[src/rtl/b64d_pkg.sv]
`default_nettype none

package b64d_pkg;

    localparam int unsigned COUNT_BITS_DEF = 16;
    localparam int unsigned QUEUE_DEPTH    = 4;
    localparam int unsigned QUEUE_AW       = $clog2(QUEUE_DEPTH);

    localparam logic [7:0] PAD_CHAR = 8'h3D;
    localparam logic [7:0] CH_PLUS  = 8'h2B;
    localparam logic [7:0] CH_SLASH = 8'h2F;

    // one decoded quad (or end marker) handed from front to back
    typedef struct packed {
        logic [2:0][7:0] bytes;   // bytes[0] goes out first
        logic [1:0]      nb;      // number of data bytes, 0..3
        logic            eos;     // last item of the string
        logic            err;     // sticky error as it stands after this item
    } t_job;

    // {invalid, sextet}; '=' and invalid characters both decode to zero bits
    function automatic logic [6:0] sextet_of(input logic [7:0] c);
        logic [6:0] r;
        r = 7'h40;
        case (c) inside
            [8'h41:8'h5A]: r = {1'b0, 6'(c - 8'h41)};
            [8'h61:8'h7A]: r = {1'b0, 6'(c - 8'h61 + 8'd26)};
            [8'h30:8'h39]: r = {1'b0, 6'(c - 8'h30 + 8'd52)};
            CH_PLUS:       r = {1'b0, 6'd62};
            CH_SLASH:      r = {1'b0, 6'd63};
            PAD_CHAR:      r = 7'h00;
            default:       r = 7'h40;
        endcase
        return r;
    endfunction

endpackage

`default_nettype wire

[src/rtl/b64d_front.sv]
`default_nettype none

module b64d_front (
    input  wire              i_clk,
    input  wire              i_rst_n,
    input  wire              i_accept,
    input  wire  [7:0]       i_char,
    input  wire              i_eos,
    output logic             o_push,
    output b64d_pkg::t_job   o_job
);
    import b64d_pkg::*;

    logic [17:0] r_buf, n_buf;
    logic [1:0]  r_pos, n_pos;
    logic        r_third, n_third;
    logic        r_padded, n_padded;
    logic        r_err, n_err;

    logic [6:0]  dec;
    logic        is_pad;
    logic [23:0] word;
    t_job        job;

    always_comb begin
        dec      = sextet_of(i_char);
        is_pad   = (i_char == PAD_CHAR);
        word     = {r_buf, dec[5:0]};
        n_buf    = r_buf;
        n_pos    = r_pos;
        n_third  = r_third;
        n_padded = r_padded;
        n_err    = r_err | dec[6];
        job      = '0;

        if (r_pos != 2'd3) begin
            if (is_pad && (r_pos != 2'd2)) begin
                n_err = 1'b1;
            end
            if (r_pos == 2'd2) begin
                n_third = is_pad;
            end
            n_buf = {r_buf[11:0], dec[5:0]};
            n_pos = r_pos + 2'd1;
        end else begin
            if ((r_third && !is_pad) || r_padded) begin
                n_err = 1'b1;
            end
            job.bytes[0] = word[23:16];
            if (!r_third) begin
                job.bytes[1] = word[15:8];
                job.bytes[2] = word[7:0];
            end else begin
                job.bytes[1] = word[7:0];
            end
            // bytes past nb are cleared to zero and are never shown
            if (is_pad) begin
                job.bytes[2] = '0;
                if (r_third) job.bytes[1] = '0;
            end
            job.nb   = 2'd1 + {1'b0, !r_third} + {1'b0, !is_pad};
            n_padded = r_padded | r_third | is_pad;
            n_buf    = '0;
            n_pos    = '0;
            n_third  = 1'b0;
        end
        job.eos = i_eos;
        job.err = n_err;
    end

    assign o_push = i_accept && ((job.nb != 2'd0) || i_eos);
    assign o_job  = job;

    always_ff @(posedge i_clk) begin
        if (!i_rst_n) begin
            r_buf    <= '0;
            r_pos    <= '0;
            r_third  <= 1'b0;
            r_padded <= 1'b0;
            r_err    <= 1'b0;
        end else if (i_accept) begin
            if (i_eos) begin
                r_buf    <= '0;
                r_pos    <= '0;
                r_third  <= 1'b0;
                r_padded <= 1'b0;
                r_err    <= 1'b0;
            end else begin
                r_buf    <= n_buf;
                r_pos    <= n_pos;
                r_third  <= n_third;
                r_padded <= n_padded;
                r_err    <= n_err;
            end
        end
    end

endmodule

`default_nettype wire

[src/rtl/b64d_queue.sv]
`default_nettype none

module b64d_queue (
    input  wire              i_clk,
    input  wire              i_rst_n,
    input  wire              i_push,
    input  wire b64d_pkg::t_job i_job,
    input  wire              i_pop,
    output b64d_pkg::t_job   o_head,
    output logic             o_empty,
    output logic             o_full
);
    import b64d_pkg::*;

    t_job                r_mem [QUEUE_DEPTH];
    logic [QUEUE_AW-1:0] r_wp, r_rp;
    logic [QUEUE_AW:0]   r_cnt;

    assign o_head  = r_mem[r_rp];
    assign o_empty = (r_cnt == '0);
    assign o_full  = (r_cnt == (QUEUE_AW+1)'(QUEUE_DEPTH));

    always_ff @(posedge i_clk) begin
        if (i_push) begin
            r_mem[r_wp] <= i_job;
        end
    end

    always_ff @(posedge i_clk) begin
        if (!i_rst_n) begin
            r_wp  <= '0;
            r_rp  <= '0;
            r_cnt <= '0;
        end else begin
            if (i_push) r_wp <= r_wp + 1'b1;
            if (i_pop)  r_rp <= r_rp + 1'b1;
            case ({i_push, i_pop})
                2'b10:   r_cnt <= r_cnt + 1'b1;
                2'b01:   r_cnt <= r_cnt - 1'b1;
                default: r_cnt <= r_cnt;
            endcase
        end
    end

endmodule

`default_nettype wire

[src/rtl/b64d_back.sv]
`default_nettype none

module b64d_back #(
    parameter int unsigned COUNT_BITS = b64d_pkg::COUNT_BITS_DEF
) (
    input  wire              i_clk,
    input  wire              i_rst_n,
    input  wire b64d_pkg::t_job i_head,
    input  wire              i_empty,
    output logic             o_pop,
    output logic             o_valid,
    input  wire              i_ready,
    output logic [7:0]       o_byte,
    output logic             o_byte_valid,
    output logic             o_last,
    output logic             o_bad,
    output logic [15:0]      o_count
);
    import b64d_pkg::*;

    logic [1:0]            r_idx;
    logic [COUNT_BITS-1:0] r_cnt, n_cnt;
    logic                  r_valid;
    logic [7:0]            r_byte;
    logic                  r_bvalid, r_last, r_bad;
    logic [15:0]           r_shown, n_shown;

    logic       advance, has_data, at_end;
    logic [1:0] n_res_m1;

    always_comb begin
        has_data = (i_head.nb != 2'd0);
        n_res_m1 = has_data ? (i_head.nb - 2'd1) : 2'd0;
        at_end   = (r_idx == n_res_m1);
        advance  = !i_empty && (!r_valid || i_ready);
        n_cnt    = r_cnt;
        if (has_data && (r_cnt != '1)) begin
            n_cnt = r_cnt + 1'b1;
        end
        if ((COUNT_BITS > 16) && ((n_cnt >> 16) != '0)) begin
            n_shown = 16'hFFFF;
        end else begin
            n_shown = 16'(n_cnt);
        end
    end

    assign o_pop = advance && at_end;

    always_ff @(posedge i_clk) begin
        if (advance) begin
            r_byte   <= has_data ? i_head.bytes[r_idx] : 8'h00;
            r_bvalid <= has_data;
            r_last   <= i_head.eos && at_end;
            r_bad    <= i_head.err;
            r_shown  <= n_shown;
        end
    end

    always_ff @(posedge i_clk) begin
        if (!i_rst_n) begin
            r_valid <= 1'b0;
            r_idx   <= '0;
            r_cnt   <= '0;
        end else begin
            if (advance) begin
                r_valid <= 1'b1;
                r_idx   <= at_end ? 2'd0 : r_idx + 2'd1;
                r_cnt   <= (i_head.eos && at_end) ? '0 : n_cnt;
            end else if (i_ready) begin
                r_valid <= 1'b0;
            end
        end
    end

    assign o_valid      = r_valid;
    assign o_byte       = r_byte;
    assign o_byte_valid = r_bvalid;
    assign o_last       = r_last;
    assign o_bad        = r_bad;
    assign o_count      = r_shown;

endmodule

`default_nettype wire

[src/rtl/base64_stream_decoder.sv]
`default_nettype none

// channel   dir  tdata                                       tuser       tlast
// s (in)    in   [7:0] char_in                               -           end_of_string
// m (out)   out  [7:0] byte_out, [8] bad_input,              byte_valid  last_result
//                [24:9] byte_count, [31:25] zero
//
// one character is taken every cycle while the queue between front and back has room
// a full quad gives up to three beats, one per ready cycle from the back's output register
// characters flow with no gaps since four characters never yield more than three beats
// a quad's first beat is written into the queue, then into the back end's output register
// synchronous active-low reset empties the queue and clears all string state
// a stalled output fills the four-entry queue, then tready falls

module base64_stream_decoder #(
    parameter int unsigned COUNT_BITS = b64d_pkg::COUNT_BITS_DEF
) (
    input  wire         i_clk,
    input  wire         i_rst_n,
    // input stream: one encoded character per beat
    input  wire         i_s_tvalid,
    output logic        o_s_tready,
    input  wire  [7:0]  i_s_tdata,    // [7:0] char_in
    input  wire         i_s_tlast,    // end_of_string
    // output stream: decoded bytes and end-of-string status
    output logic        o_m_tvalid,
    input  wire         i_m_tready,
    output logic [31:0] o_m_tdata,    // [7:0] byte_out, [8] bad_input, [24:9] byte_count
    output logic        o_m_tuser,    // byte_valid
    output logic        o_m_tlast     // last_result
);
    import b64d_pkg::*;

    logic  accept;
    logic  push, pop, q_empty, q_full;
    t_job  job, head;

    logic [7:0]  out_byte;
    logic        out_bad;
    logic [15:0] out_count;

    // front takes a beat whenever the queue can hold its result
    assign o_s_tready = !q_full;
    assign accept     = i_s_tvalid && o_s_tready;

    // quad assembly, padding checks and sticky error
    b64d_front u_front (
        .i_clk    (i_clk),
        .i_rst_n  (i_rst_n),
        .i_accept (accept),
        .i_char   (i_s_tdata),
        .i_eos    (i_s_tlast),
        .o_push   (push),
        .o_job    (job)
    );

    // decouples character intake from byte output
    b64d_queue u_queue (
        .i_clk   (i_clk),
        .i_rst_n (i_rst_n),
        .i_push  (push),
        .i_job   (job),
        .i_pop   (pop),
        .o_head  (head),
        .o_empty (q_empty),
        .o_full  (q_full)
    );

    // serializes each queued quad into beats and keeps the byte count
    b64d_back #(
        .COUNT_BITS (COUNT_BITS)
    ) u_back (
        .i_clk        (i_clk),
        .i_rst_n      (i_rst_n),
        .i_head       (head),
        .i_empty      (q_empty),
        .o_pop        (pop),
        .o_valid      (o_m_tvalid),
        .i_ready      (i_m_tready),
        .o_byte       (out_byte),
        .o_byte_valid (o_m_tuser),
        .o_last       (o_m_tlast),
        .o_bad        (out_bad),
        .o_count      (out_count)
    );

    assign o_m_tdata = {7'b0, out_count, out_bad, out_byte};

endmodule

`default_nettype wire
[config.mk]
export PLATFORM = sky130hd
export DESIGN_NAME = base64_stream_decoder
export DESIGN_NICKNAME = d
export VERILOG_FILES = /design/src/rtl/b64d_pkg.sv /design/src/rtl/b64d_front.sv /design/src/rtl/b64d_queue.sv /design/src/rtl/b64d_back.sv /design/src/rtl/base64_stream_decoder.sv
export SDC_FILE = /design/constraint.sdc
export NUM_CORES = 1
export LEC_CHECK = 0
export BUFFER_PORTS_ARGS = -buffer_cell sky130_fd_sc_hd__buf_2
export CAP_MARGIN = 40
export CORE_MARGIN = 2
export CORE_UTILIZATION = 64
export CTS_BUF_LIST = sky130_fd_sc_hd__clkbuf_4
export DETAILED_ROUTE_END_ITERATION = 12
export PLACE_DENSITY = 0.83
export SLEW_MARGIN = 20
export SYNTH_ARGS = -nofsm -noshare
export SYNTH_HDL_FRONTEND = slang
export SYNTH_SLANG_ARGS = --single-unit
export TNS_END_PERCENT = 100
[constraint.sdc]
create_clock -name i_clk -period 6.2 [get_ports i_clk]
set_input_delay 1.24 -clock i_clk [delete_from_list [all_inputs] [get_ports i_clk]]
set_output_delay 1.24 -clock i_clk [all_outputs]
set_load 0.05 [all_outputs]
---- Word level (Yosys, flattened, before mapping) ----
Memory sizes are Yosys's and may differ from the RTL's. A register that Yosys moved wholly into a read port is not among the register bits.
Cells that the tools add are included.
operators by class
  $add $sub $neg .......................... 15
  multipliers ............................. 0
  divide/modulo/power cells ............... 0
  order comparisons ....................... 7
  equal/unequal tests ..................... 13
  shifts and indexed selects .............. 0
  mux-type cells .......................... 37
  bitwise operators ....................... 3
  reduce and logical (&&, ||, !) cells .... 26
operator list
  operator                                                                             number
  16-bit 2-to-1 mux                                                                    3
  7-bit 2-to-1 mux                                                                     6
  18-bit 2-to-1 mux                                                                    2
  8-bit 2-to-1 mux                                                                     4
  26-bit 2-to-1 mux                                                                    1
  8-bit by 6-bit equality test with 1-bit output, second input constant                3
  16-bit by 1-bit adder with 16-bit output, second input constant                      1
  8-bit binary-select mux with 2-bit select                                            1
  8-bit by 7-bit greater-or-equal comparator with 1-bit output, second input constant  2
  8-bit by 7-bit less-or-equal comparator with 1-bit output, second input constant     2
  16-bit != test, second input constant                                                1
  1-bit 2-to-1 mux                                                                     13
  2-bit 2-to-1 mux                                                                     6
  6-bit subtractor, second input constant                                              2
  1-bit logical AND                                                                    11
  2-bit by 1-bit adder with 2-bit output, second input constant                        4
  8-bit by 6-bit greater-or-equal comparator with 1-bit output, second input constant  1
  8-bit by 6-bit less-or-equal comparator with 1-bit output, second input constant     1
  2-bit nonzero test                                                                   4
  6-bit by 5-bit adder with 6-bit output, second input constant                        1
  6-bit adder, second input constant                                                   1
  2-bit != test, second input constant                                                 3
  3-bit case mux with 2 select lines                                                   1
  6-bit by 1-bit subtractor with 6-bit output, second input constant                   1
  other kinds (16)                                                                     26
word-level totals
  register bits ........................... 76
  latch bits .............................. 0
  memory bits (writable) .................. 112
  bits in read-only memories .............. 0
  output and inout port bits .............. 36
  logic and storage cells ................. 118
  memories kept ........................... 1
memory list
  name           words  width  read ports  clocked after Yosys merged registers in  write ports  line              text
  u_queue.r_mem  4      28     1           1                                        1            b64d_queue.sv:15  t_job r_mem [QUEUE_DEPTH];

---- Longest topological paths before layout ----
Gate-level depths: netlist of the first run.
  word-level depth ........................ 16
  mapped depth ............................ 11
  depth with buffers taken out ............ 10

---- Cells and area by module ----
Synthesis of the first run repeated with hierarchy kept, for this count alone.
unflattened totals
  cell total of the unflattened synthesis .. 653
  area total of the unflattened synthesis .. 8619.5 um2
modules (own cells, without submodules)
  module                 times used  cells each  area each (um2)  seq. area each (um2)
  b64d_queue             1           192         4540.6           3543.4
  b64d_back              1           226         2263.4           1191.1
  b64d_front             1           224         1741.7           460.4
  base64_stream_decoder  1           11          73.8             0.0

---- Least setup slack after synthesis of the first run ----
Ideal clock, no wire load.
  kind .................................... input to register
  from .................................... input i_m_tready
  to ...................................... register u_queue.r_cnt[2]
  setup time .............................. 70 ps
  data arrival time ....................... 3513 ps
  path slack .............................. 2617 ps
  stages .................................. 10
  cell sequence ........................... inv_1 -> a21o_1 -> inv_1 -> and2_1 -> ha_1 -> inv_1 -> fa_1 -> xor2_1 -> or3_1 -> a21oi_1
between the ends
  longest elaborated chain between the ends .. 5
  elaborated cells between the ends (all ways) .. 7
ends and longest elaborated chain
  item                                                                                          line                         text
  from (decl)                                                                                   base64_stream_decoder.sv:27  input wire i_m_tready,
  1-bit logical OR (*)                                                                          b64d_back.sv:35              advance = !i_empty && (!r_valid || i_ready);
  1-bit logical AND (*)                                                                         b64d_back.sv:35
  via u_back.advance                                                                            b64d_back.sv:28              logic advance, has_data, at_end;
  1-bit logical AND (*)                                                                         b64d_back.sv:47              assign o_pop = advance && at_end;
  via pop                                                                                       base64_stream_decoder.sv:35  logic push, pop, q_empty, q_full;
  2-bit by 1-bit equality test with 1-bit output / 2-bit equality test (equally long branches)  b64d_queue.sv:37             case ({i_push, i_pop})
  3-bit case mux with 2 select lines / 2-bit nonzero test (equally long branches)               -
  to (signal assigned)                                                                          b64d_queue.sv:38             2'b10: r_cnt <= r_cnt + 1'b1;
  to (signal assigned)                                                                          b64d_queue.sv:39             2'b01: r_cnt <= r_cnt - 1'b1;
  to (signal assigned)                                                                          b64d_queue.sv:40             default: r_cnt <= r_cnt;
  to (decl)                                                                                     b64d_queue.sv:17             logic [QUEUE_AW:0] r_cnt;
The timed path passes the listed nets; every way through them passes the cells marked *.
A chain may end at the register's enable or synchronous reset.

---- Worst setup path after layout of the first run ----
  from .................................... register u_back.r_idx[0]
  to ...................................... register u_queue.r_cnt[2]
between the ends
  longest elaborated chain between the ends .. 4
  elaborated cells between the ends (all ways) .. 6
ends and longest elaborated chain
  item                                                                                          line                         text
  from (decl)                                                                                   b64d_back.sv:21              logic [1:0] r_idx;
  from (signal assigned)                                                                        b64d_back.sv:67              r_idx <= at_end ? 2'd0 : r_idx + 2'd1;
  2-bit equality test (*)                                                                       b64d_back.sv:34              at_end = (r_idx == n_res_m1);
  1-bit logical AND (*)                                                                         b64d_back.sv:47
  via pop                                                                                       base64_stream_decoder.sv:35
  2-bit by 1-bit equality test with 1-bit output / 2-bit equality test (equally long branches)  b64d_queue.sv:37
  3-bit case mux with 2 select lines / 2-bit nonzero test (equally long branches)               -
Marks and branches as above.

==> results of run 1 <==
-- path summary, 6_finish.rpt --
| path | cells after the start | end | from | slack [ns] |
|---|---|---|---|---|
| max | 9 | u_queue.r_cnt[2] | u_back.r_idx[0] | 2.71 |
| min | 2 | u_front.r_buf[15] | u_front.r_buf[15] | 0.46 |
| max reg2reg | 9 | u_queue.r_cnt[2] | u_back.r_idx[0] | 2.71 |
| min reg2reg | 2 | u_front.r_buf[15] | u_front.r_buf[15] | 0.46 |
-- cells by family after synthesis --
group,count (synthesis),share of synthesized area
AND/OR/NAND/NOR,221,0.131
flip-flops,190,0.608
AO/OA/AOI/OAI,130,0.0971
buffers and inverters,66,0.0345
multiplexers,30,0.0791
adder cells (fa/ha/maj),20,0.0302
XOR/XNOR,19,0.0195
other,1,0.000439
-- critical path, stage by stage, from the launching register on --
cell and delay (ns):
sky130_fd_sc_hd__dfxtp_1 0.72, sky130_fd_sc_hd__clkinv_1 0.54, sky130_fd_sc_hd__o311ai_4 0.63, sky130_fd_sc_hd__and2_1 0.24
sky130_fd_sc_hd__ha_1 0.19, sky130_fd_sc_hd__inv_1 0.06, sky130_fd_sc_hd__fa_1 0.38, sky130_fd_sc_hd__xor2_1 0.16
sky130_fd_sc_hd__or3_1 0.31, sky130_fd_sc_hd__a21oi_1 0.16
-- layout make-up --
type / instances / area [um2] / area share
clock inverter: 11 / 140 / 0.0152
antenna: 1 / 2.50 / 0.000272
clock buffer: 21 / 158 / 0.0171
sequential: 190 / 5200 / 0.565
multi-input combinational: 427 / 3080 / 0.335
tap: 176 / 220 / 0.0239
timing repair buffer: 52 / 304 / 0.0330
inverter: 27 / 101 / 0.0110
-- power by group --
group	total [mW]	switching, mW	leakage [nW]	internal (mW)
registers	1.64	0.0827	1.74	1.55
clock network	0.683	0.387	0.158	0.296
logic	1.16	0.827	1.29	0.332
-- placed cells by master, fill, tap and decap left out, drive strengths merged, types with 4 or more instances in the layout --
cell / count
nand3b: 4
and3: 8
nand2: 62
nor2b: 8
o211ai: 5
nor3: 10
xnor2: 11
o221ai: 5
and2: 12
a21oi: 51
a21boi: 5
edfxtp: 139
conb: 7
mux4: 29
buf: 52
clkinv: 4
o21ai: 21
or2: 4
dfxtp: 51
a31oi: 10
o22ai: 6
inv: 28
nand2b: 8
nand3: 38
clkbuf: 21
nor2: 47
xor2: 8
ha: 19
nand4: 7
-- flip-flops by register name, indices dropped and copies added (netlist names), 2 cells and up, named ones only --
register        flops
u_queue.r_rp        2
u_front.r_buf      18
u_back.o_byte       8
u_queue.r_wp        2
u_back.r_cnt       16
u_queue.r_cnt       3
u_back.o_count     16
u_front.r_pos       2
u_back.r_idx        2
u_queue.r_mem     112
-- through the flow --
stage / cell area, um2 / power, mW / hold slack [ns]
final: 9200 / 3.48 / 0.459
after global routing: 9200 / 3.63 / 0.490
after CTS: 9180 / 3.48 / 0.463
after detailed placement: 8890 / 2.81 / 0.445
after global placement: 8850 / 2.76 / 0.436
after floorplan: 8570 / 2.55 / 0.427
-- per-layer routing --
layer  GRT usage  share of wire
met5           0              0
met4      0.0993          0.022
met3      0.0632          0.080
met2       0.422           0.49
met1       0.341           0.41
==> run summary, run 1 <==
Outcome: completed
Number of top-level design ports: 49
Critical path fanouts, max: 15
Final core occ: 0.700
First-pass GRT wire length: 28100 um
Crit path required time: 6.69 ns
Total wirelength of the detailed-routed design: 17700 um
Dpl cells: 870
Share of the yosys chip area belonging to registers: 0.608
Unrepaired setup endpoints after global routing: false
Number of pins exceeding their max-slew limit in the final report: 0
Measured slew at the worst slew-check pin: 0.754 ns
Nature of the critical path startpoint: register
GR Util All Layers: 0.259
Number of distinct library cell variants in the gate-level netlist after synthesis: 70
Async S/R FF share, synth: 0
Synth top area cells: sky130_fd_sc_hd__edfxtp_1 49%, sky130_fd_sc_hd__dfxtp_1 12%, sky130_fd_sc_hd__mux4_2 6.9%, sky130_fd_sc_hd__a21oi_1 3.0%, sky130_fd_sc_hd__ha_1 2.8%
Number of input and output port buffers inserted: 41
Starting utilization of the core area: 0.651
Setup tns final: 0 ns
Leakage power of the design: 3.19 nW
CTS HTree Levels: 4
Floorplan die width: 120 um
Hold-fix buffers, CTS: 0
Share of layout cells above drive strength 1: 0.173
Final GP Congestion: 0.886
Worst Path Arrival: 3.98 ns
Number of rows in the core area: 42
Clock root buffer: sky130_fd_sc_hd__clkbuf_4
Number of synthesized register bits: 190
Count of filler cells inserted in the layout: 912
Average wire per standard cell: 19.5 um
Largest net degree at the start of global routing: 36
Via density: 6.29
Fmax achieved: 286 MHz
PD cells: 378 mW/mm2
Clock Sinks: 190
VDD IR-drop max: 217 uV
Post-CTS Resized: 0
DP HPWL: 12100 um
Leading register cell type out of synthesis: sky130_fd_sc_hd__edfxtp_1
Library cell occupying the most area in the post-synthesis netlist: sky130_fd_sc_hd__edfxtp_1
Area growth syn-to-layout: 7.66%
Number of enable flip-flop cells after synthesis: 139
Antenna-violating nets left: 0
Dominant cell by count in the synthesized netlist: sky130_fd_sc_hd__edfxtp_1
Non-filler instance count after layout: 905
Crit end category: register
Number of max-capacitance violations reported: 0
DRT iter0 DRCs: 566
Number of CTS-inserted buffers: 17
Reg clk slew, reported paths: 0.14 ns
Number of global-route vias before repair: 5560
Type of the worst setup path: register to register
Final setup skew: 0.0170 ns
Global route total overflow: 0
Hold Crit Class: register to register
Number of vias in the routed layout: 5696
Antenna violations before repair: 1
Die outline height: 120 um
YS warnings: 0
Count of TritonRoute iterations in the first routing pass: 5
Post-synthesis average cell area: 12.6 um2
Gate count of the mapped netlist: 677
Largest buffer count on any clock path: 2
Setup Slack @ Placement: 2.55 ns
Top cells by instance count after synthesis: 139 x sky130_fd_sc_hd__edfxtp_1, 61 x sky130_fd_sc_hd__nand2_1, 51 x sky130_fd_sc_hd__a21oi_1, 51 x sky130_fd_sc_hd__dfxtp_1, 44 x sky130_fd_sc_hd__nor2_1
Clock Latency Late Sink: 0.57 ns
Netlist area before placement: 0.00855 mm2
Setup bufs post-CTS: 0
TritonCTS clock tree: yes
Yosys top cell area share: 0.488
Min setup slack post-route: 2.71 ns
Overall die area: 0.0143 mm2
Nets: 748
Tightest slew margin relative to the limit: 0.493
Final clock period utilization by the worst path: 0.563
Residual DRC count: 0
Shortest period the worst path allows: 3.49 ns
Final count of negative-setup-slack endpoints: 0
Area of the placeable core: 0.0131 mm2
Final Hold Vio Count: 0
(Power assumes the default switching activity.)
==> run 2: changes to the inputs <==
--- a/config.mk
+++ b/config.mk
@@ -5,13 +5,14 @@
 export SDC_FILE = /design/constraint.sdc
 export NUM_CORES = 1
 export LEC_CHECK = 0
+export ABC_AREA = 1
 export BUFFER_PORTS_ARGS = -buffer_cell sky130_fd_sc_hd__buf_2
 export CAP_MARGIN = 40
 export CORE_MARGIN = 2
-export CORE_UTILIZATION = 64
+export CORE_UTILIZATION = 63
 export CTS_BUF_LIST = sky130_fd_sc_hd__clkbuf_4
 export DETAILED_ROUTE_END_ITERATION = 12
-export PLACE_DENSITY = 0.83
+export PLACE_DENSITY = 0.82
 export SLEW_MARGIN = 20
 export SYNTH_ARGS = -nofsm -noshare
 export SYNTH_HDL_FRONTEND = slang
==> constraint.sdc (replaced) <==
create_clock -name i_clk -period 3.24 [get_ports i_clk]
set_input_delay 0.648 -clock i_clk [delete_from_list [all_inputs] [get_ports i_clk]]
set_output_delay 0.648 -clock i_clk [all_outputs]
set_load 0.05 [all_outputs]
==> run summary, run 2 <==
Netlist area before placement: 0.00886 mm2 (+3.6%)
Number of enable flip-flop cells after synthesis: 139 (unchanged)
Crit path required time: 3.72 ns (-2.97 ns)
Top cells by instance count after synthesis: 218 x sky130_fd_sc_hd__nand2_1, 139 x sky130_fd_sc_hd__edfxtp_1, 93 x sky130_fd_sc_hd__nor2_1
VDD IR-drop max: 524 uV (+140%)
Depth of the most critical reg-to-reg path: 14 (+5)
Tightest slew margin relative to the limit: 0.614 (+0.120)
Number of top-level design ports: 49 (unchanged)
Clock share of power: 0.185 (-0.011)
Non-filler instance count after layout: 1160 (+28%)
End of the worst register-to-register path: u_queue.r_cnt[2]
Async S/R FF share, synth: 0 (unchanged)
Setup tns final: 0 ns (unchanged)
Post-CTS Resized: 0 (unchanged)
Crit-path cells: buf_4 -> nand3_2 -> nand3_1 -> nand3b_1 -> nand2_2 -> nand2_1 -> inv_1 -> ha_1 -> inv_1 -> fa_1 -> a21oi_1 -> o21ai_0 -> o21ai_0 -> a21oi_1
Cell with the largest stage delay on the worst path: sky130_fd_sc_hd__fa_1
Average wire per standard cell: 15.8 um (-19%)
Top register by number of flip-flops: u_queue.r_mem
Critical path fanouts, max: 28 (+13)
Die outline height: 123 um (+2.5%)
Hold Crit Class: primary input to register
Crit end category: register
Area of all sequential standard cells: 0.00519 mm2 (about the same)
Nets: 999 (+34%)
Number of distinct library cell variants in the gate-level netlist after synthesis: 36 (-49%)
Type of the worst setup path: register to register
Clock root buffer: sky130_fd_sc_hd__clkbuf_4
Crit path largest cell delay: 0.37 ns (-0.35 ns)
Area of the multi-input gates: 0.00319 mm2 (+3.7%)
Net switching component of the power: 2.90 mW (+120%)
Area growth syn-to-layout: 7.36%
Global route total overflow: 0 (unchanged)
Crit path max-delay family: simple AND/OR/NAND/NOR gates
Number of synthesized register bits: 190 (unchanged)
CTS HTree Levels: 4 (unchanged)
Outcome: completed
Part of the power in combinational logic: 0.377 (+0.044)
Residual DRC count: 0 (unchanged)
Share of layout cells above drive strength 1: 0.136 (-0.0372)
Overall die area: 0.0150 mm2 (+5.1%)
Via density: 5.64 (-10%)
DRT iter0 DRCs: 691 (+22%)
Nature of the critical path startpoint: register
Clock Latency Late Sink: 0.58 ns (about the same)
Antenna-violating nets left: 0 (unchanged)
Antenna violations before repair: 0 (-1)
Yosys top cell area share: 0.471 (-0.0171)
Number of global-route vias before repair: 5963 (+7.2%)
Terminating pin of the worst hold path: u_queue.r_cnt[0]
Hold Path Depth: 3 (+1)
Worst path bufs/invs: 3 (+1)
Hold-fix buffers, CTS: 0 (unchanged)
Final GP Congestion: 0.968 (+9.3%)
Number of max-capacitance violations reported: 0 (unchanged)
Count of TritonRoute iterations in the first routing pass: 5 (unchanged)
Largest net degree at the start of global routing: 51 (+42%)
First-pass GRT wire length: 29200 um (+3.6%)
TritonCTS clock tree: yes
Number of input and output port buffers inserted: 41 (unchanged)
Unrepaired setup endpoints after global routing: false
Worst Path Arrival: 3.06 ns (-0.92 ns)
Final clock period utilization by the worst path: 0.799 (+0.236)
Total wirelength of the detailed-routed design: 18300 um (+3.8%)
YS warnings: 0 (unchanged)
Area of the placeable core: 0.0138 mm2 (+5.2%)
Gate count of the mapped netlist: 927 (+37%)
Leading register cell type out of synthesis: sky130_fd_sc_hd__edfxtp_1
Final count of negative-setup-slack endpoints: 0 (unchanged)
Most common cell after layout, fill and taps aside: sky130_fd_sc_hd__nand2_1
Top library cells by usage in the layout, fill and taps aside: 218 x sky130_fd_sc_hd__nand2_1, 139 x sky130_fd_sc_hd__edfxtp_1, 89 x sky130_fd_sc_hd__nor2_1
Internal: 4.18 mW (+91%)
GR Util All Layers: 0.255 (-0.00381)
Count of filler cells inserted in the layout: 1009 (+11%)
Switching share of power: 0.410 (+0.0373)
Dominant cell by count in the synthesized netlist: sky130_fd_sc_hd__nand2_1
Synth top area cells: sky130_fd_sc_hd__edfxtp_1 47%, sky130_fd_sc_hd__dfxtp_1 12%, sky130_fd_sc_hd__nand2_1 9.2%, sky130_fd_sc_hd__nor2_1 3.9%, sky130_fd_sc_hd__o21ai_0 3.9%
Number of CTS-inserted buffers: 17 (unchanged)
Reg clk slew, reported paths: 0.14 ns (about the same)
Number of vias in the routed layout: 6542 (+15%)
Minimum setup slack among reg-to-reg paths: 0.65 ns (-2.06 ns)
Share of the yosys chip area belonging to registers: 0.587 (-0.0213)
Setup bufs post-CTS: 0 (unchanged)
Source of the worst hold timing path: i_rst_n
Post-synthesis average cell area: 9.55 um2 (-24%)
Clock Sinks: 190 (unchanged)
Library cell occupying the most area in the post-synthesis netlist: sky130_fd_sc_hd__edfxtp_1
DP HPWL: 11700 um (-3.9%)
Leakage power of the design: 3.62 nW (+14%)
Largest buffer count on any clock path: 2 (unchanged)
Fmax achieved: 386 MHz (+35%)
Measured slew at the worst slew-check pin: 0.576 ns (-0.178 ns)
Starting utilization of the core area: 0.641 (-0.0100)
Dpl cells: 1127 (+30%)
Number of flip-flops in the largest register: 112 (unchanged)
Number of pins exceeding their max-slew limit in the final report: 0 (unchanged)
Largest registers: u_queue.r_mem x112, u_front.r_buf x18
PD cells: 745 mW/mm2 (+97%)
Shortest period the worst path allows: 2.59 ns (-0.903 ns)
Number of rows in the core area: 43 (+2.4%)
Sequential cell fraction of total power: 0.438 (-0.032)
Final Hold Vio Count: 0 (unchanged)
Floorplan die width: 123 um (+2.5%)
Final setup skew: 0.0247 ns (+0.00773 ns)
[run 2: power by group through the flow]
stage          clock, mW  sequential (mW)  combinational [mW]
6_report            1.31             3.10                2.67
3_3_place_gp           0             3.15                2.62
5_1_grt             1.42             3.13                2.90
4_1_cts             1.33             3.10                2.68
3_5_place_dp           0             3.16                2.66
2_1_floorplan          0             3.77                1.46
[run 2: final cells by class]
type                            instances  share of cell area
Clock buffer                           23              0.0182
Inverter                               72              0.0287
Clock inverter                          9              0.0128
Multi-Input combinational cell        628               0.336
Sequential cell                       190               0.546
Timing Repair Buffer                   57              0.0342
Tap cell                              180              0.0237
Antenna cell                            1            0.000263
[run 2: cell families after synthesis]
logic type,count (synthesis),synth area share
adders and majority gates,20,0.0291
xor gates and xnor gates,21,0.0208
other,1,0.000423
and+or+nand+nor,421,0.209
DFF,190,0.587
AOI/OAI and AO/OA,159,0.0958
buffers and inverters,115,0.0582
[run 2: how the worst max path moves through the flow]
stage          slack [ns]  cells after the start              endpoint
2_1_floorplan        0.13                      6   u_queue.r_mem[0][0]
3_3_place_gp         0.62                     11   u_queue.r_mem[2][0]
3_5_place_dp         0.59                     12  u_queue.r_mem[1][17]
4_1_cts              0.67                     15      u_queue.r_cnt[2]
5_1_grt              0.40                     15      u_queue.r_cnt[2]
6_report             0.65                     14      u_queue.r_cnt[2]
[run 2: worst reg2reg max path, stage by stage (launching register included)]
cell and delay, ns:
sky130_fd_sc_hd__dfxtp_1 0.36, sky130_fd_sc_hd__buf_4 0.33, sky130_fd_sc_hd__nand3_2 0.17, sky130_fd_sc_hd__nand3_1 0.10
sky130_fd_sc_hd__nand3b_1 0.10, sky130_fd_sc_hd__nand2_2 0.11, sky130_fd_sc_hd__nand2_1 0.13, sky130_fd_sc_hd__inv_1 0.14
sky130_fd_sc_hd__ha_1 0.16, sky130_fd_sc_hd__inv_1 0.07, sky130_fd_sc_hd__fa_1 0.37, sky130_fd_sc_hd__a21oi_1 0.14
sky130_fd_sc_hd__o21ai_0 0.11, sky130_fd_sc_hd__o21ai_0 0.15, sky130_fd_sc_hd__a21oi_1 0.06
[run 2: through the flow]
step / utilization / instance area, um2 / setup slack [ns] / total power [mW] / hold slack [ns]
3_5_place_dp: 0.666 / 9210 / 0.594 / 5.82 / 0.456
5_1_grt: 0.688 / 9510 / 0.395 / 7.45 / 0.355
4_1_cts: 0.688 / 9510 / 0.671 / 7.12 / 0.342
6_report: 0.688 / 9510 / 0.651 / 7.08 / 0.385
3_3_place_gp: 0.666 / 9210 / 0.618 / 5.77 / 0.454
2_1_floorplan: - / 8880 / 0.132 / 5.24 / 0.445
[run 2: metal layers]
layer	routed length [um]	track usage	up-vias
li1	-	-	3198
met1	8080	0.351	3043
met2	8640	0.398	258
met3	1150	0.0483	43
met4	484	0.114	0
met5	0	0	-
==> run 3: changes to the inputs <==
--- a/config.mk
+++ b/config.mk
@@ -9,10 +9,10 @@
 export BUFFER_PORTS_ARGS = -buffer_cell sky130_fd_sc_hd__buf_2
 export CAP_MARGIN = 40
 export CORE_MARGIN = 2
-export CORE_UTILIZATION = 63
+export CORE_UTILIZATION = 57
 export CTS_BUF_LIST = sky130_fd_sc_hd__clkbuf_4
 export DETAILED_ROUTE_END_ITERATION = 12
-export PLACE_DENSITY = 0.82
+export PLACE_DENSITY = 0.78
 export SLEW_MARGIN = 20
 export SYNTH_ARGS = -nofsm -noshare
 export SYNTH_HDL_FRONTEND = slang
==> constraint.sdc (replaced) <==
create_clock -name i_clk -period 2.15 [get_ports i_clk]
set_input_delay 0.43 -clock i_clk [delete_from_list [all_inputs] [get_ports i_clk]]
set_output_delay 0.43 -clock i_clk [all_outputs]
set_load 0.05 [all_outputs]
==> run summary, run 3 (synthesis results as in run 2) <==
Outcome: completed
Final clock period utilization by the worst path: 0.956 (+0.157)
Starting utilization of the core area: 0.583 (-0.0579)
PD cells: 1120 mW/mm2 (+50%)
Fmax achieved: 486 MHz (+26%)
Sequential cell fraction of total power: 0.421 (-0.017)
Leakage power of the design: 3.85 nW (+6.4%)
Switching share of power: 0.404 (-0.00593)
Number of input and output port buffers inserted: 41 (unchanged)
Number of vias in the routed layout: 6719 (+2.7%)
Final GP Congestion: 0.922 (-4.8%)
End of the worst register-to-register path: u_queue.r_cnt[2]
Antenna violations before repair: 1 (+1)
DP HPWL: 12100 um (+3.6%)
Antenna-violating nets left: 0 (unchanged)
Top register by number of flip-flops: u_queue.r_mem
Largest buffer count on any clock path: 2 (unchanged)
Part of the power in combinational logic: 0.391 (+0.014)
Type of the worst setup path: register to register
Floorplan die width: 129 um (+5.0%)
Via density: 5.58 (-1.0%)
Tightest slew margin relative to the limit: 0.657 (+0.0433)
Largest registers: u_queue.r_mem x112, u_front.r_buf x18
Terminating pin of the worst hold path: u_front.r_padded
Residual DRC count: 0 (unchanged)
Finished layout cell area: 0.00999 mm2 (+5.0%)
Number of rows in the core area: 45 (+4.7%)
Average wire per standard cell: 15.4 um (-2.6%)
Final count of negative-setup-slack endpoints: 0 (unchanged)
DRT iter0 DRCs: 631 (-8.7%)
Area of the placeable core: 0.0152 mm2 (+9.9%)
TritonCTS clock tree: yes
Share of layout cells above drive strength 1: 0.187 (+0.0513)
Setup Slack @ Placement: -0.0413 ns (-0.635 ns)
Most common cell on crit path: sky130_fd_sc_hd__nand2_2
Number of top-level design ports: 49 (unchanged)
Number of max-capacitance violations reported: 0 (unchanged)
Number of global-route vias before repair: 6094 (+2.2%)
Measured slew at the worst slew-check pin: 0.515 ns (-0.0613 ns)
Depth of the most critical reg-to-reg path: 17 (+3)
Wire length on met2: 8610 um (-0.28%)
Minimum setup slack among reg-to-reg paths: 0.09 ns (-0.56 ns)
Net switching component of the power: 4.50 mW (+55%)
Area growth syn-to-layout: 12.7%
Final Hold Vio Count: 0 (unchanged)
Highest metal layer with signal wires: met4
Final setup skew: 0.0190 ns (-0.00566 ns)
Clock share of power: 0.188 (+0.003)
Hold Path Depth: 2 (-1)
Min setup slack post-route: 0.0943 ns (-0.557 ns)
Overall die area: 0.0166 mm2 (+10%)
Total wirelength of the detailed-routed design: 18500 um (+1.1%)
Shortest period the worst path allows: 2.06 ns (-0.533 ns)
GR Util All Layers: 0.233 (-0.0222)
CTS HTree Levels: 4 (unchanged)
Reg clk slew, reported paths: 0.13 ns (about the same)
Number of pins exceeding their max-slew limit in the final report: 0 (unchanged)
Nature of the critical path startpoint: register
Routed length on met1: 8230 um (+1.9%)
Crit path required time: 2.61 ns (-1.11 ns)
Internal: 6.64 mW (+59%)
Nets: 1035 (+3.6%)
Worst Path Arrival: 2.52 ns (-0.54 ns)
Top library cells by usage in the layout, fill and taps aside: 214 x sky130_fd_sc_hd__nand2_1, 139 x sky130_fd_sc_hd__edfxtp_1, 88 x sky130_fd_sc_hd__nor2_1
Cell with the largest stage delay on the worst path: sky130_fd_sc_hd__dfxtp_4
Clock Sinks: 190 (unchanged)
Source of the worst hold timing path: i_s_tlast
Unrepaired setup endpoints after global routing: true
Met3 wire length: 1280 um (+11%)
VDD IR-drop max: 630 uV (+20%)
First-pass GRT wire length: 30100 um (+3.1%)
Count of TritonRoute iterations in the first routing pass: 5 (unchanged)
Number of CTS-inserted buffers: 17 (unchanged)
Critical path fanouts, max: 7 (-75%)
Global route total overflow: 0 (unchanged)
Largest net degree at the start of global routing: 51 (unchanged)
Most common cell after layout, fill and taps aside: sky130_fd_sc_hd__nand2_1
Clock root buffer: sky130_fd_sc_hd__clkbuf_4
Crit path largest cell delay: 0.40 ns (+0.03 ns)
Die outline height: 129 um (+5.0%)
Count of filler cells inserted in the layout: 1207 (+20%)
Crit end category: register
Number of flip-flops in the largest register: 112 (unchanged)
Clock Latency Late Sink: 0.58 ns (about the same)
Crit-path cells: inv_4 -> nand2_2 -> nand3_2 -> buf_6 -> nand2_4 -> nand2_2 -> nand3b_1 -> nand2_2 -> nand2_2 -> inv_2 -> ha_4 -> inv_2 -> fa_2 -> a21oi_2 -> o21ai_1 -> o21ai_1 -> a21oi_1
Placement Cell Area: 0.00960 mm2 (+4.3%)
Hold Crit Class: primary input to register
==> run 3: changes by cell type in the layout (fill, tap and decap cells not counted), moves of 3 or more <==
cell                       delta
sky130_fd_sc_hd__buf_12       +6
sky130_fd_sc_hd__clkinv_1     -4
sky130_fd_sc_hd__inv_1        -4
sky130_fd_sc_hd__inv_4        +3
sky130_fd_sc_hd__inv_2        +3
sky130_fd_sc_hd__buf_4       +29
sky130_fd_sc_hd__nand2_1      -4
sky130_fd_sc_hd__nor2_4       +4
sky130_fd_sc_hd__nand2_2      +3
sky130_fd_sc_hd__nor2_2       -3
==> run 3: what timing repair did <==
action | CTS | global route
endpoints found under the setup margin | 1 | 3
buffers inserted | 1 | 0
pin swaps | 1 | 2
hold buffers | 0 | 0
gates resized for setup | 4 | 11
==> run 3: worst max-delay path by stage <==
stage | cells past startpoint | endpoint | slack, ns
after floorplan | 16 | u_queue.r_cnt[2] | 0.0007
after global placement | 15 | u_queue.r_cnt[2] | 0.009
after detailed placement | 15 | u_queue.r_cnt[2] | -0.04
after CTS | 17 | u_queue.r_cnt[2] | 0.04
after global routing | 17 | u_queue.r_cnt[2] | -0.07
final | 17 | u_queue.r_cnt[2] | 0.09
==> run 3: cell type report <==
type	instances	area [um2]	area share
Sequential cell	190	5200	0.521
Multi-Input combinational cell	628	3270	0.328
Timing Repair Buffer	93	674	0.0675
Inverter	72	279	0.0279
Tap cell	188	235	0.0236
Clock inverter	11	165	0.0165
Clock buffer	21	158	0.0158
Antenna cell	1	2.50	0.000251
==> run 3: power groups by stage <==
| stage | clock (mW) | sequential, mW | combinational [mW] |
|---|---|---|---|
| after floorplan | 0 | 5.69 | 2.26 |
| after global placement | 0 | 4.75 | 4.18 |
| after detailed placement | 0 | 4.77 | 4.25 |
| after CTS | 2.13 | 4.69 | 4.28 |
| after global routing | 2.27 | 4.75 | 4.77 |
| final | 2.09 | 4.69 | 4.36 |
==> run 3: per-stage QoR <==
stage / cells / hold WS [ns] / total power, mW / util / TNS [ns]
after floorplan: 933 / 0.445 / 7.95 / - / 0
after global placement: 1170 / 0.453 / 8.93 / 0.632 / 0
after detailed placement: 1170 / 0.456 / 9.02 / 0.632 / -0.222
after CTS: 1203 / 0.136 / 11.1 / 0.654 / 0
after global routing: 1204 / 0.141 / 11.8 / 0.657 / -0.103
final: 1204 / 0.176 / 11.1 / 0.657 / 0
==> run 3: worst max-delay path: cells and delay by family, from the launching register on <==
kind	cells	cell delay, ns
AOI/OAI and AO/OA	4	0.36
buffers and inverters	4	0.30
DFF	1	0.40
and+or+nand+nor	7	0.43
adders and majority gates	2	0.46
==> run 3: routing by layer <==
| metal | vias up | global-route usage |
|---|---|---|
| li1 | 3271 | - |
| met1 | 3119 | 0.322 |
| met2 | 292 | 0.374 |
| met3 | 37 | 0.0395 |
| met4 | 0 | 0.0863 |
| met5 | - | 0 |
